$ cat src/rtl/fss_pkg.sv
// shared types, constants and register codes for the folded substring search
package fss_pkg;

    localparam int NEEDLE_MAX = 16;
    localparam int UNIT_W     = 16;
    localparam int POS_W      = 16;
    localparam int LEN_W      = 5;
    localparam int IDX_W      = $clog2(NEEDLE_MAX);
    localparam int WORD_W     = 64;
    localparam int WORDS      = 4;
    localparam int CFG_IDX_W  = 3;

    localparam logic [POS_W-1:0]  NAME_MAX      = 16'hFFFF;
    localparam logic [UNIT_W-1:0] ASCII_UPPER_A = 16'h0041;
    localparam logic [UNIT_W-1:0] ASCII_UPPER_Z = 16'h005A;
    localparam logic [UNIT_W-1:0] CASE_OFFSET   = 16'h0020;

    typedef logic [UNIT_W-1:0] unit_t;

    typedef enum logic [CFG_IDX_W-1:0] {
        CFG_NEEDLE_LENGTH = 3'd0,
        CFG_NEEDLE_UNITS_A = 3'd1,
        CFG_NEEDLE_UNITS_B = 3'd2,
        CFG_NEEDLE_UNITS_C = 3'd3,
        CFG_NEEDLE_UNITS_D = 3'd4
    } cfg_reg_e;

    // needle as seen by the datapath, length already clamped
    typedef struct packed {
        logic [LEN_W-1:0]                  length;
        logic [NEEDLE_MAX-1:0][UNIT_W-1:0] units;
    } needle_cfg_t;

    // one input beat held in the input register
    typedef struct packed {
        unit_t unit;
        logic  present;
        logic  closing;
    } item_t;

endpackage

$ cat src/rtl/fss_cfg_regs.sv
// needle configuration registers and length clamp
module fss_cfg_regs (
    input  logic                           clk,
    input  logic                           rst_n,
    input  logic                           cfg_valid,
    input  logic [fss_pkg::CFG_IDX_W-1:0]  cfg_index,
    input  logic [fss_pkg::WORD_W-1:0]     cfg_data,
    output fss_pkg::needle_cfg_t           needle
);

    logic [fss_pkg::LEN_W-1:0]                          length_reg;
    logic [fss_pkg::WORDS-1:0][fss_pkg::WORD_W-1:0]     words_reg;

    always_ff @(posedge clk or negedge rst_n)
    begin
        if (!rst_n)
        begin
            length_reg <= '0;
            words_reg  <= '0;
        end
        else if (cfg_valid)
        begin
            case (fss_pkg::cfg_reg_e'(cfg_index))
                fss_pkg::CFG_NEEDLE_LENGTH:  length_reg   <= cfg_data[fss_pkg::LEN_W-1:0];
                fss_pkg::CFG_NEEDLE_UNITS_A: words_reg[0] <= cfg_data;
                fss_pkg::CFG_NEEDLE_UNITS_B: words_reg[1] <= cfg_data;
                fss_pkg::CFG_NEEDLE_UNITS_C: words_reg[2] <= cfg_data;
                fss_pkg::CFG_NEEDLE_UNITS_D: words_reg[3] <= cfg_data;
                default: ;
            endcase
        end
    end

    always_comb
    begin
        if (length_reg > fss_pkg::LEN_W'(fss_pkg::NEEDLE_MAX))
            needle.length = fss_pkg::LEN_W'(fss_pkg::NEEDLE_MAX);
        else
            needle.length = length_reg;
        needle.units = words_reg;
    end

endmodule

$ cat src/rtl/fss_match_unit.sv
// ascii case fold and per-position needle compare
module fss_match_unit (
    input  fss_pkg::unit_t                   unit,
    input  fss_pkg::needle_cfg_t             needle,
    output logic [fss_pkg::NEEDLE_MAX-1:0]   eq
);

    fss_pkg::unit_t folded;

    always_comb
    begin
        if (unit >= fss_pkg::ASCII_UPPER_A && unit <= fss_pkg::ASCII_UPPER_Z)
            folded = unit + fss_pkg::CASE_OFFSET;
        else
            folded = unit;
    end

    always_comb
    begin
        for (int k = 0; k < fss_pkg::NEEDLE_MAX; k++)
        begin
            eq[k] = (fss_pkg::LEN_W'(k) < needle.length) && (needle.units[k] == folded);
        end
    end

endmodule

$ cat src/rtl/fss_search.sv
// shift-and state per name and the result register
module fss_search (
    input  logic                              clk,
    input  logic                              rst_n,
    input  logic                              advance,
    input  fss_pkg::item_t                    item,
    input  logic [fss_pkg::LEN_W-1:0]         length,
    input  logic [fss_pkg::NEEDLE_MAX-1:0]    eq,
    input  logic                              out_ready,
    output logic                              out_valid,
    output logic                              match_found,
    output logic [fss_pkg::POS_W-1:0]         match_start
);

    logic [fss_pkg::NEEDLE_MAX-1:0] partial_reg, partial_next;
    logic [fss_pkg::POS_W-1:0]      count_reg, count_next;
    logic                           seen_reg, seen_next;
    logic [fss_pkg::POS_W-1:0]      first_reg, first_next;
    logic                           out_valid_reg;
    logic                           found_reg, found_next;
    logic [fss_pkg::POS_W-1:0]      start_reg, start_next;

    logic [fss_pkg::NEEDLE_MAX-1:0] partial_upd;
    logic [fss_pkg::IDX_W-1:0]      last_idx;
    logic [fss_pkg::POS_W-1:0]      span;
    logic                           hit;
    logic                           empty_needle;

    always_comb
    begin
        empty_needle = (length == '0);
        last_idx     = fss_pkg::IDX_W'(length - fss_pkg::LEN_W'(1));
        span         = fss_pkg::POS_W'(last_idx);

        if (item.present)
            partial_upd = ((partial_reg << 1) | fss_pkg::NEEDLE_MAX'(1)) & eq;
        else
            partial_upd = partial_reg;

        hit = item.present && !empty_needle && partial_upd[last_idx] && !seen_reg;

        seen_next  = seen_reg | hit;
        first_next = first_reg;
        if (hit)
        begin
            // first unit of the occurrence that ends here
            if (count_reg >= span)
                first_next = count_reg - span;
            else
                first_next = '0;
        end

        count_next = count_reg;
        if (item.present && count_reg != fss_pkg::NAME_MAX)
            count_next = count_reg + fss_pkg::POS_W'(1);

        partial_next = partial_upd;

        if (empty_needle)
        begin
            found_next = 1'b1;
            start_next = '0;
        end
        else
        begin
            found_next = seen_next;
            start_next = seen_next ? first_next : '0;
        end
    end

    always_ff @(posedge clk or negedge rst_n)
    begin
        if (!rst_n)
        begin
            partial_reg <= '0;
            count_reg   <= '0;
            seen_reg    <= 1'b0;
            first_reg   <= '0;
        end
        else if (advance)
        begin
            if (item.closing)
            begin
                partial_reg <= '0;
                count_reg   <= '0;
                seen_reg    <= 1'b0;
                first_reg   <= '0;
            end
            else
            begin
                partial_reg <= partial_next;
                count_reg   <= count_next;
                seen_reg    <= seen_next;
                first_reg   <= first_next;
            end
        end
    end

    always_ff @(posedge clk or negedge rst_n)
    begin
        if (!rst_n)
            out_valid_reg <= 1'b0;
        else if (advance && item.closing)
            out_valid_reg <= 1'b1;
        else if (out_ready)
            out_valid_reg <= 1'b0;
    end

    always_ff @(posedge clk)
    begin
        if (advance && item.closing)
        begin
            found_reg <= found_next;
            start_reg <= start_next;
        end
    end

    assign out_valid   = out_valid_reg;
    assign match_found = found_reg;
    assign match_start = start_reg;

endmodule

$ cat src/rtl/folded_substring_search_core.sv
// top level: input register, needle registers, shift-and search and result beat
//
//   channel  direction  signals
//   in       sink       in_valid in_ready text_unit unit_present end_of_name
//   cfg      sink       cfg_valid cfg_ready cfg_index cfg_data
//   out      source     out_valid out_ready match_found match_start final_flag
//
// one input beat per cycle, unless a closing beat waits for the result register to free up;
// a closing beat passes the input register, then loads the result register; the combinational
// fold, compare and shift-and update between input and result registers set the rate
// reset clears the needle, the per-name state and both valid flags; cfg is always ready
// a held result stalls only a closing beat; other beats keep flowing behind it
module folded_substring_search_core (
    input  logic                               clk,
    input  logic                               rst_n,
    input  logic                               in_valid,
    output logic                               in_ready,
    input  logic [15:0]                        text_unit,
    input  logic                               unit_present,
    input  logic                               end_of_name,
    input  logic                               cfg_valid,
    output logic                               cfg_ready,
    input  logic [fss_pkg::CFG_IDX_W-1:0]      cfg_index,
    input  logic [fss_pkg::WORD_W-1:0]         cfg_data,
    output logic                               out_valid,
    input  logic                               out_ready,
    output logic                               match_found,
    output logic [15:0]                        match_start,
    output logic                               final_flag
);

    fss_pkg::needle_cfg_t            needle;
    fss_pkg::item_t                  item_reg;
    logic                            item_valid_reg;
    logic                            advance;
    logic                            out_free;
    logic [fss_pkg::NEEDLE_MAX-1:0]  eq;

    assign cfg_ready = 1'b1;

    fss_cfg_regs u_cfg (
        .clk       (clk),
        .rst_n     (rst_n),
        .cfg_valid (cfg_valid),
        .cfg_index (cfg_index),
        .cfg_data  (cfg_data),
        .needle    (needle)
    );

    // result register free now or after this edge
    assign out_free = !out_valid || out_ready;
    assign advance  = item_valid_reg && (!item_reg.closing || out_free);
    assign in_ready = !item_valid_reg || advance;

    always_ff @(posedge clk or negedge rst_n)
    begin
        if (!rst_n)
            item_valid_reg <= 1'b0;
        else if (in_ready)
            item_valid_reg <= in_valid;
    end

    always_ff @(posedge clk)
    begin
        if (in_ready && in_valid)
        begin
            item_reg.unit    <= text_unit;
            item_reg.present <= unit_present;
            item_reg.closing <= end_of_name;
        end
    end

    fss_match_unit u_match (
        .unit   (item_reg.unit),
        .needle (needle),
        .eq     (eq)
    );

    fss_search u_search (
        .clk         (clk),
        .rst_n       (rst_n),
        .advance     (advance),
        .item        (item_reg),
        .length      (needle.length),
        .eq          (eq),
        .out_ready   (out_ready),
        .out_valid   (out_valid),
        .match_found (match_found),
        .match_start (match_start)
    );

    assign final_flag = 1'b1;

endmodule

$ cat config.mk
export PLATFORM = sky130hd
export DESIGN_NAME = folded_substring_search_core
export DESIGN_NICKNAME = d
export VERILOG_FILES = /design/src/rtl/fss_pkg.sv /design/src/rtl/fss_cfg_regs.sv /design/src/rtl/fss_match_unit.sv /design/src/rtl/fss_search.sv /design/src/rtl/folded_substring_search_core.sv
export SDC_FILE = /design/constraint.sdc
export NUM_CORES = 1
export LEC_CHECK = 0
export BUFFER_PORTS_ARGS = -buffer_cell sky130_fd_sc_hd__clkbuf_2
export CAP_MARGIN = 25
export CORE_AREA = 2 2 248 250
export CTS_CLUSTER_SIZE = 28
export DETAILED_ROUTE_END_ITERATION = 6
export DIE_AREA = 0 0 250 252
export SLEW_MARGIN = 20
export SYNTH_ARGS = -nofsm -noshare
export SYNTH_HDL_FRONTEND = slang
export SYNTH_SLANG_ARGS = --single-unit
export TNS_END_PERCENT = 10
$ cat constraint.sdc
create_clock -name clk -period 7.6 [get_ports clk]
set_clock_uncertainty 0.2 [all_clocks]
set_input_delay 1.14 -clock clk [delete_from_list [all_inputs] [get_ports clk]]
set_output_delay 1.14 -clock clk [all_outputs]
set_load 0.03 [all_outputs]
; Word level (Yosys, flattened, before mapping)
; Cells that the tools add are included.
[op_classes]
addsub = 4
order_cmp = 21
eq_ne = 21
n_mux = 14
bitwise = 3
n_reduce_logical = 43
[ops]
columns = cell, n
row1 = $eq A16 B16 Y1, 16
row2 = $mux W16, 8
row3 = $lt A4 B5 Y1 const A, 8
row4 = $logic_and A1 B1 Y1, 24
row5 = $lt A3 B5 Y1 const A, 4
row6 = $add A16 B1 Y16 const B, 1
row7 = $add A16 B6 Y16 const B, 1
row8 = $and A16 B16 Y16, 1
row9 = $ge A16 B4 Y1, 1
row10 = $ge A16 B7 Y1 const B, 1
row11 = $le A16 B7 Y1 const B, 1
row12 = $ne A16 B16 Y1 const B, 1
row13 = $sub A16 B4 Y16, 1
row14 = $reduce_and A2 Y1, 6
row15 = $lt A1 B5 Y1 const A, 2
row16 = $lt A2 B5 Y1 const A, 2
row17 = $eq A3 B2 Y1 const B, 2
row18 = $gt A5 B5 Y1 const B, 1
row19 = $logic_not A1 Y1, 5
row20 = $logic_not A5 Y1, 1
row21 = $lt A4 B5 Y1 const B, 1
row22 = $mux W5, 1
row23 = $bmux W1 S4, 1
row24 = $mux W1, 4
row25 = 9 further kinds, 12
[totals]
regBits = 347
out_inout_bits = 21
wordCells = 122

; Logic depth before layout (Yosys ltp)
[logic_depth]
ltp_word = 14
depth_mapped = 18

; Cells and area by module
; Synthesis repeated with hierarchy kept, for this count alone.
[hier_totals]
hier_cells = 1538
hier_area_um2 = 18242.5
[modules_own_cells]
columns = module, n_inst, cells_per_inst, area_per_inst_um2, seq_area_each_um2
row1 = fss_cfg_regs, 1, 560, 9885.7, 6531.3
row2 = fss_match_unit, 1, 552, 3911.3, 0.0
row3 = fss_search, 1, 399, 3811.2, 1761.7
row4 = folded_substring_search_core, 1, 27, 634.4, 565.5

; Worst setup path after synthesis
; Ideal clock, no wire load.
[synth_timing]
path_kind = reg-to-reg
start = register u_cfg.length_reg[4] (netlist bit)
end = register u_search.start_reg (netlist bit u_search.match_start[8]) (data pin)
arrival_ps = 3578
required_time_ps = 7138
setup_slack_ps = 3559
path_stages_with_launch = 18
path_buffers = 3
period_less_slack_ps = 4041
path_cell_list = dfrtp_1 clkbuf_1 nor2b_1 clkbuf_1 inv_1 ha_1 xnor2_1 ha_1 nor2b_1 o21ai_0 nand2_1 nor2_1 nand2_1 or3_1 o21ai_0 or2_1 buf_2 o21ai_0
[synth_between]
elab_chain_cells = 13
[synth_lines]
columns = element, line_no
row1 = start: declaration, fss_cfg_regs.sv:11  ; logic [fss_pkg::LEN_W-1:0] length_reg;
row2 = start signal: assignment, fss_cfg_regs.sv:24  ; fss_pkg::CFG_NEEDLE_LENGTH: length_reg <= cfg_data[fss_pkg::LEN_W-1:0];
row3 = $gt A5 B5 Y1, fss_cfg_regs.sv:36  ; if (length_reg > fss_pkg::LEN_W'(fss_pkg::NEEDLE_MAX))
row4 = $mux W5 *, fss_cfg_regs.sv:36
row5 = $lt A1 B5 Y1 (tied with other cells), fss_match_unit.sv:22  ; eq[k] = (fss_pkg::LEN_W'(k) < needle.length) && (needle.units[k] == folded);
row6 = $logic_and A1 B1 Y1, fss_match_unit.sv:22
row7 = $and A16 B16 Y16, fss_search.sv:36  ; partial_upd = ((partial_reg << 1) | fss_pkg::NEEDLE_MAX'(1)) & eq;
row8 = $mux W16, fss_search.sv:35  ; if (item.present)
row9 = $bmux W1 S4, fss_search.sv:40  ; hit = item.present && !empty_needle && partial_upd[last_idx] && !seen_reg;
row10 = $mux W1 (implied by the code), fss_search.sv:40
row11 = $logic_and A1 B1 Y1 (2 in a row), fss_search.sv:40
row12 = $or A1 B1 Y1, fss_search.sv:42  ; seen_next = seen_reg | hit;
row13 = $not A1 Y1 (no source line), -
row14 = $reduce_or A2 Y1 (no source line), -
row15 = end signal: assignment, fss_search.sv:114  ; start_reg <= start_next;
row16 = end: declaration, fss_search.sv:21  ; logic [fss_pkg::POS_W-1:0] start_reg, start_next;
; Every way passes the cells marked *; elsewhere a longest branch is shown, timed or not. The select of a mux whose other input is x is not followed.
; A chain may end at the register's enable or synchronous reset.

; Worst setup path in the final report
[layout_timing]
start = register, netlist name item_reg[8]
end = register u_search.first_reg[6] (netlist bit)
[layout_between]
elab_chain_cells = 13
[layout_lines]
columns = element, line_no
row1 = $ge A16 B7 Y1 or $le A16 B7 Y1 (tied branches), fss_match_unit.sv:12  ; if (unit >= fss_pkg::ASCII_UPPER_A && unit <= fss_pkg::ASCII_UPPER_Z)
row2 = $logic_and A1 B1 Y1, fss_match_unit.sv:12
row3 = $mux W16 *, fss_match_unit.sv:12
row4 = $eq A16 B16 Y1, fss_match_unit.sv:22
row5 = $logic_and A1 B1 Y1, fss_match_unit.sv:22
row6 = $and A16 B16 Y16 *, fss_search.sv:36
row7 = $mux W16 *, fss_search.sv:35
row8 = $bmux W1 S4 *, fss_search.sv:40
row9 = $mux W1 (implied by the code) *, fss_search.sv:40
row10 = $logic_and A1 B1 Y1 * (2 in a row), fss_search.sv:40
row11 = $mux W16 *, fss_search.sv:44  ; if (hit)
row12 = $mux W16 *, fss_search.sv:82  ; if (item.closing)
row13 = end signal: assignment, fss_search.sv:94  ; first_reg <= first_next;
row14 = end: declaration, fss_search.sv:18  ; logic [fss_pkg::POS_W-1:0] first_reg, first_next;
; Marked as above.

==> run summary <==
STA puts the critical path data required time at 7890 ps. Dividing the final minimum period by the clock period gives 74.5%. Setup repair after global routing left no endpoint under its margin. Routability-driven placement finished with a final weighted congestion of 0.891.

Counting flops with an async set or reset pin after synthesis yields a share of 89.9%. The cell family contributing the most delay on the critical path is simple AND/OR/NAND/NOR gates. The post-synthesis share of cell area spent on xor and xnor gates came out at 12.1%. After legalization and detailed placement, the total HPWL measured 36.6 mm. The delay of the slowest cell on the worst path was 880 ps; the global-route met2 utilization was 27.5%. The leakage power of the design is 8.41 nW.

111 I/O pins were placed. The count of routing violations after the opening detailed-route iteration came out at 886. The number of global-route vias before repair was 12,700. The fraction of the mapped netlist area in compound gates came out at 9.88%. In this run, post-CTS repair resized a total of 0 instances. After synthesis, the largest area contributor takes up 43.6% of total cell area. Across the VDD grid, the largest voltage drop is 147 uV. Adding up every negative setup slack in the final design gives 0 ps.

The floorplan step defined a core boundary enclosing 60,100 um^2. The post-synthesis mux area share was 15.8%; the number of clock sinks was 347. The first TritonRoute pass finished after 4 iterations.

Traced cell by cell, the critical path runs through ha_1, nand2_1, o21ai_0, nor3_1, o2111ai_1, a2111oi_0, o22ai_1, o31ai_1, nand4_4, or3_1, o211ai_2. The library cell used most frequently in the layout, excluding fill and tap cells, is sky130_fd_sc_hd__dfrtp_1. The finished cells cover 20,800 um^2.

The logs give 0 for the total congestion overflow after global routing and 0 for the reported max-cap violation count. Buffers placed on the I/O ports in this run total 108. The worst setup path is captured at a register.

The tools report the netlist area before placement as 17,900 um^2. The smallest clock period supported by the final layout is computed as 5660 ps. STA classifies the critical path startpoint as a register. The maximum buffer depth of the clock tree came out at 3. Fill cells in the final layout number 6,037. TritonCTS built the clock tree.

Compared with the post-synthesis result, the final layout area differs by 16.1%. The detail route stage leaves a number of antenna-violating nets equal to 0. The layer flagged by global routing as most heavily used is met2.

Buffers inserted during clock tree synthesis total 42. The tools report the number of antenna violations at the first check in global routing as 3. The slowest stage of the critical path belongs to the cell sky130_fd_sc_hd__edfxtp_1. The fraction of layout cells with a size suffix above 1 works out to 29.3%.

The tightest hold margin is 292 ps, and the routed wirelength normalized by instance count is 21.8 um. The synthesized design spends more area on one cell type than any other, namely sky130_fd_sc_hd__dfrtp_1. The logs give 49.5% for the portion of the post-synthesis area used by sequential elements and 63,000 um^2 for the area enclosed by the die boundary. Total power for the finished layout comes to 0.00591 W.

The total setup buffers inserted after CTS is 0. The worst min-delay path category was reg2reg. The final number of max-transition violations was 0. The placed instances occupy a cell area of 19,300 um^2.

Data arrives at the worst endpoint at 5950 ps. The run gives 1940 ps as the worst setup slack after layout. The root buffer cell was sky130_fd_sc_hd__clkbuf_16. The run finished with clean final reports. The number of flip-flops under the largest register name was 256; the chip height was 252 um. The largest fanout on the critical path was 28.

Dividing total power by cell area gives a power density of 285 nW/um^2. The clock edge transition at the registers on the reported setup and hold paths was 70 ps; the post-synthesis simple-gate area fraction was 8.89%. Once the floorplan was initialized, standard cells occupied 29.8% of the core. The H-tree was split into 2 levels. Setup violations remaining at the end of the flow were counted as 0.

Among all flip-flop cells after synthesis, the most frequent one is sky130_fd_sc_hd__dfrtp_1. Count of flip-flops with a built-in enable after synthesis: 35. In the global route stage, met1 resource usage came out at 22.5%.

The number of flip-flops and latches in the synthesized netlist was 347; the count of buffer and inverter cells on the critical path was 0. The tools report the count of nets after finishing as 1,718. The number of vias in the routed layout was 12,600.

The first global-routing pass estimated 80.9 mm of wire. The run gives 76 as the number of distinct library cells after synthesis. Leaving out fill and tap cells, the most frequent cells in the layout are sky130_fd_sc_hd__dfrtp_1, sky130_fd_sc_hd__mux2_2, sky130_fd_sc_hd__xnor2_1. The overall track demand over capacity in global routing is 16.8%.

After synthesis, the largest family of logic cells by area is multiplexers. Timing would allow up to 177 MHz. The logs give 0 for the number of synthesis warnings and 0 for the number of hold buffers added after cts. In this run the tightest slew margin relative to its limit is 23.3%.

In this run the core area contains 90 standard-cell rows. For the number of hold violations in the final report, the log shows 0. At the pin with the least slew margin, the transition time is 1120 ps. The synthesized area divided by synthesized cell count came out at 11.7 um^2. The run gives 1,535 as the number of cells produced by synthesis. The critical setup path kind is reg2reg.

The die span in x works out to 250 um. Dividing the detail-routed via count by the number of cells gives 5.16. Entering global routing, the biggest net connects 137 pins. Summed over all layers, the routed wires come to 53.1 mm. OpenSTA, run right after detailed placement, puts the worst setup slack at 2060 ps. Summing the areas of all fa, ha and maj instances in the mapped netlist gives 0.671% of the synthesized area. The global routing usage on met3 came out at 2.74%. The later pin in the worst-skew pair is clocked with a latency of 590 ps.

The tools report the residual DRC count as 0. Sorting the synthesized cells by area gives the leading types as sky130_fd_sc_hd__dfrtp_1, sky130_fd_sc_hd__mux2_2, sky130_fd_sc_hd__xnor2_1.
## logic make-up (layout without fill, tap and decap cells)
kind of cell | after synthesis | count (layout)
adders and majority gates | 9 | 9
muxes | 251 | 251
other | 1 | 3
buffers and inverters | 134 | 249
and+or+nand+nor | 305 | 305
xor gates and xnor gates | 248 | 248
DFF | 347 | 347
AOI/OAI and AO/OA | 240 | 240
## final timing paths
path / startpoint / endpoint / slack, ps / cells past startpoint
setup / recovery: item_reg[8] / u_search.first_reg[6] / 1940 / 11
hold / removal: u_search.partial_reg[11] / u_search.partial_reg[11] / 290 / 1
setup reg to reg: item_reg[8] / u_search.first_reg[6] / 1940 / 11
hold reg to reg: u_search.partial_reg[11] / u_search.partial_reg[11] / 290 / 1
max in group asynchronous: rst_n / u_cfg.needle[41] / 5460 / 2
min in group asynchronous: rst_n / u_search.first_reg[6] / 410 / 1
## cell type report
type / count / area (um^2) / area share, %
antenna: 1 / 2.50 / 0.0120
clock buffer: 60 / 1240 / 5.98
clock inverter: 16 / 195 / 0.940
inverter: 35 / 131 / 0.633
multi-input combinational: 1055 / 8530 / 41.1
sequential: 347 / 8860 / 42.7
tap: 782 / 978 / 4.71
timing repair buffer: 138 / 836 / 4.02
## worst register-to-register path: cells and delay by family, from the launching register on
family          cells  cell delay (ps)
compound gates      6             1950
simple gates        4             2000
fa+ha+maj           1              550
flops               1              880
## where the power goes
part | switching [W] | total (W) | internal [W]
Clock | 0.000843 | 0.00206 | 0.00122
Sequential | 0.000303 | 0.00254 | 0.00224
Combinational | 0.000693 | 0.00131 | 0.000617
## metal layers
layer | wire length, um | vias to the layer above
li1 | - | 5715
met1 | 23900 | 6425
met2 | 25000 | 332
met3 | 2610 | 91
met4 | 1650 | 4
met5 | 19 | -
## cells in the mapped netlist, drive strengths merged (35+ instances only)
cell type and n:
xnor2 156, nand2 88, dfrtp 312, edfxtp 35, o21ai 62, nor3 35, buf 38, xor2 92
nor2 47, clkbuf 61, mux2 250
## per-stage QoR
stage,util [%],instances
after floorplan,-,1536
after global routing,34.5,2434
after global placement,32.0,2353
final,34.5,2434
after CTS,34.5,2431
after detailed placement,32.1,2355
No activity file was read; power rests on OpenSTA's default activity.
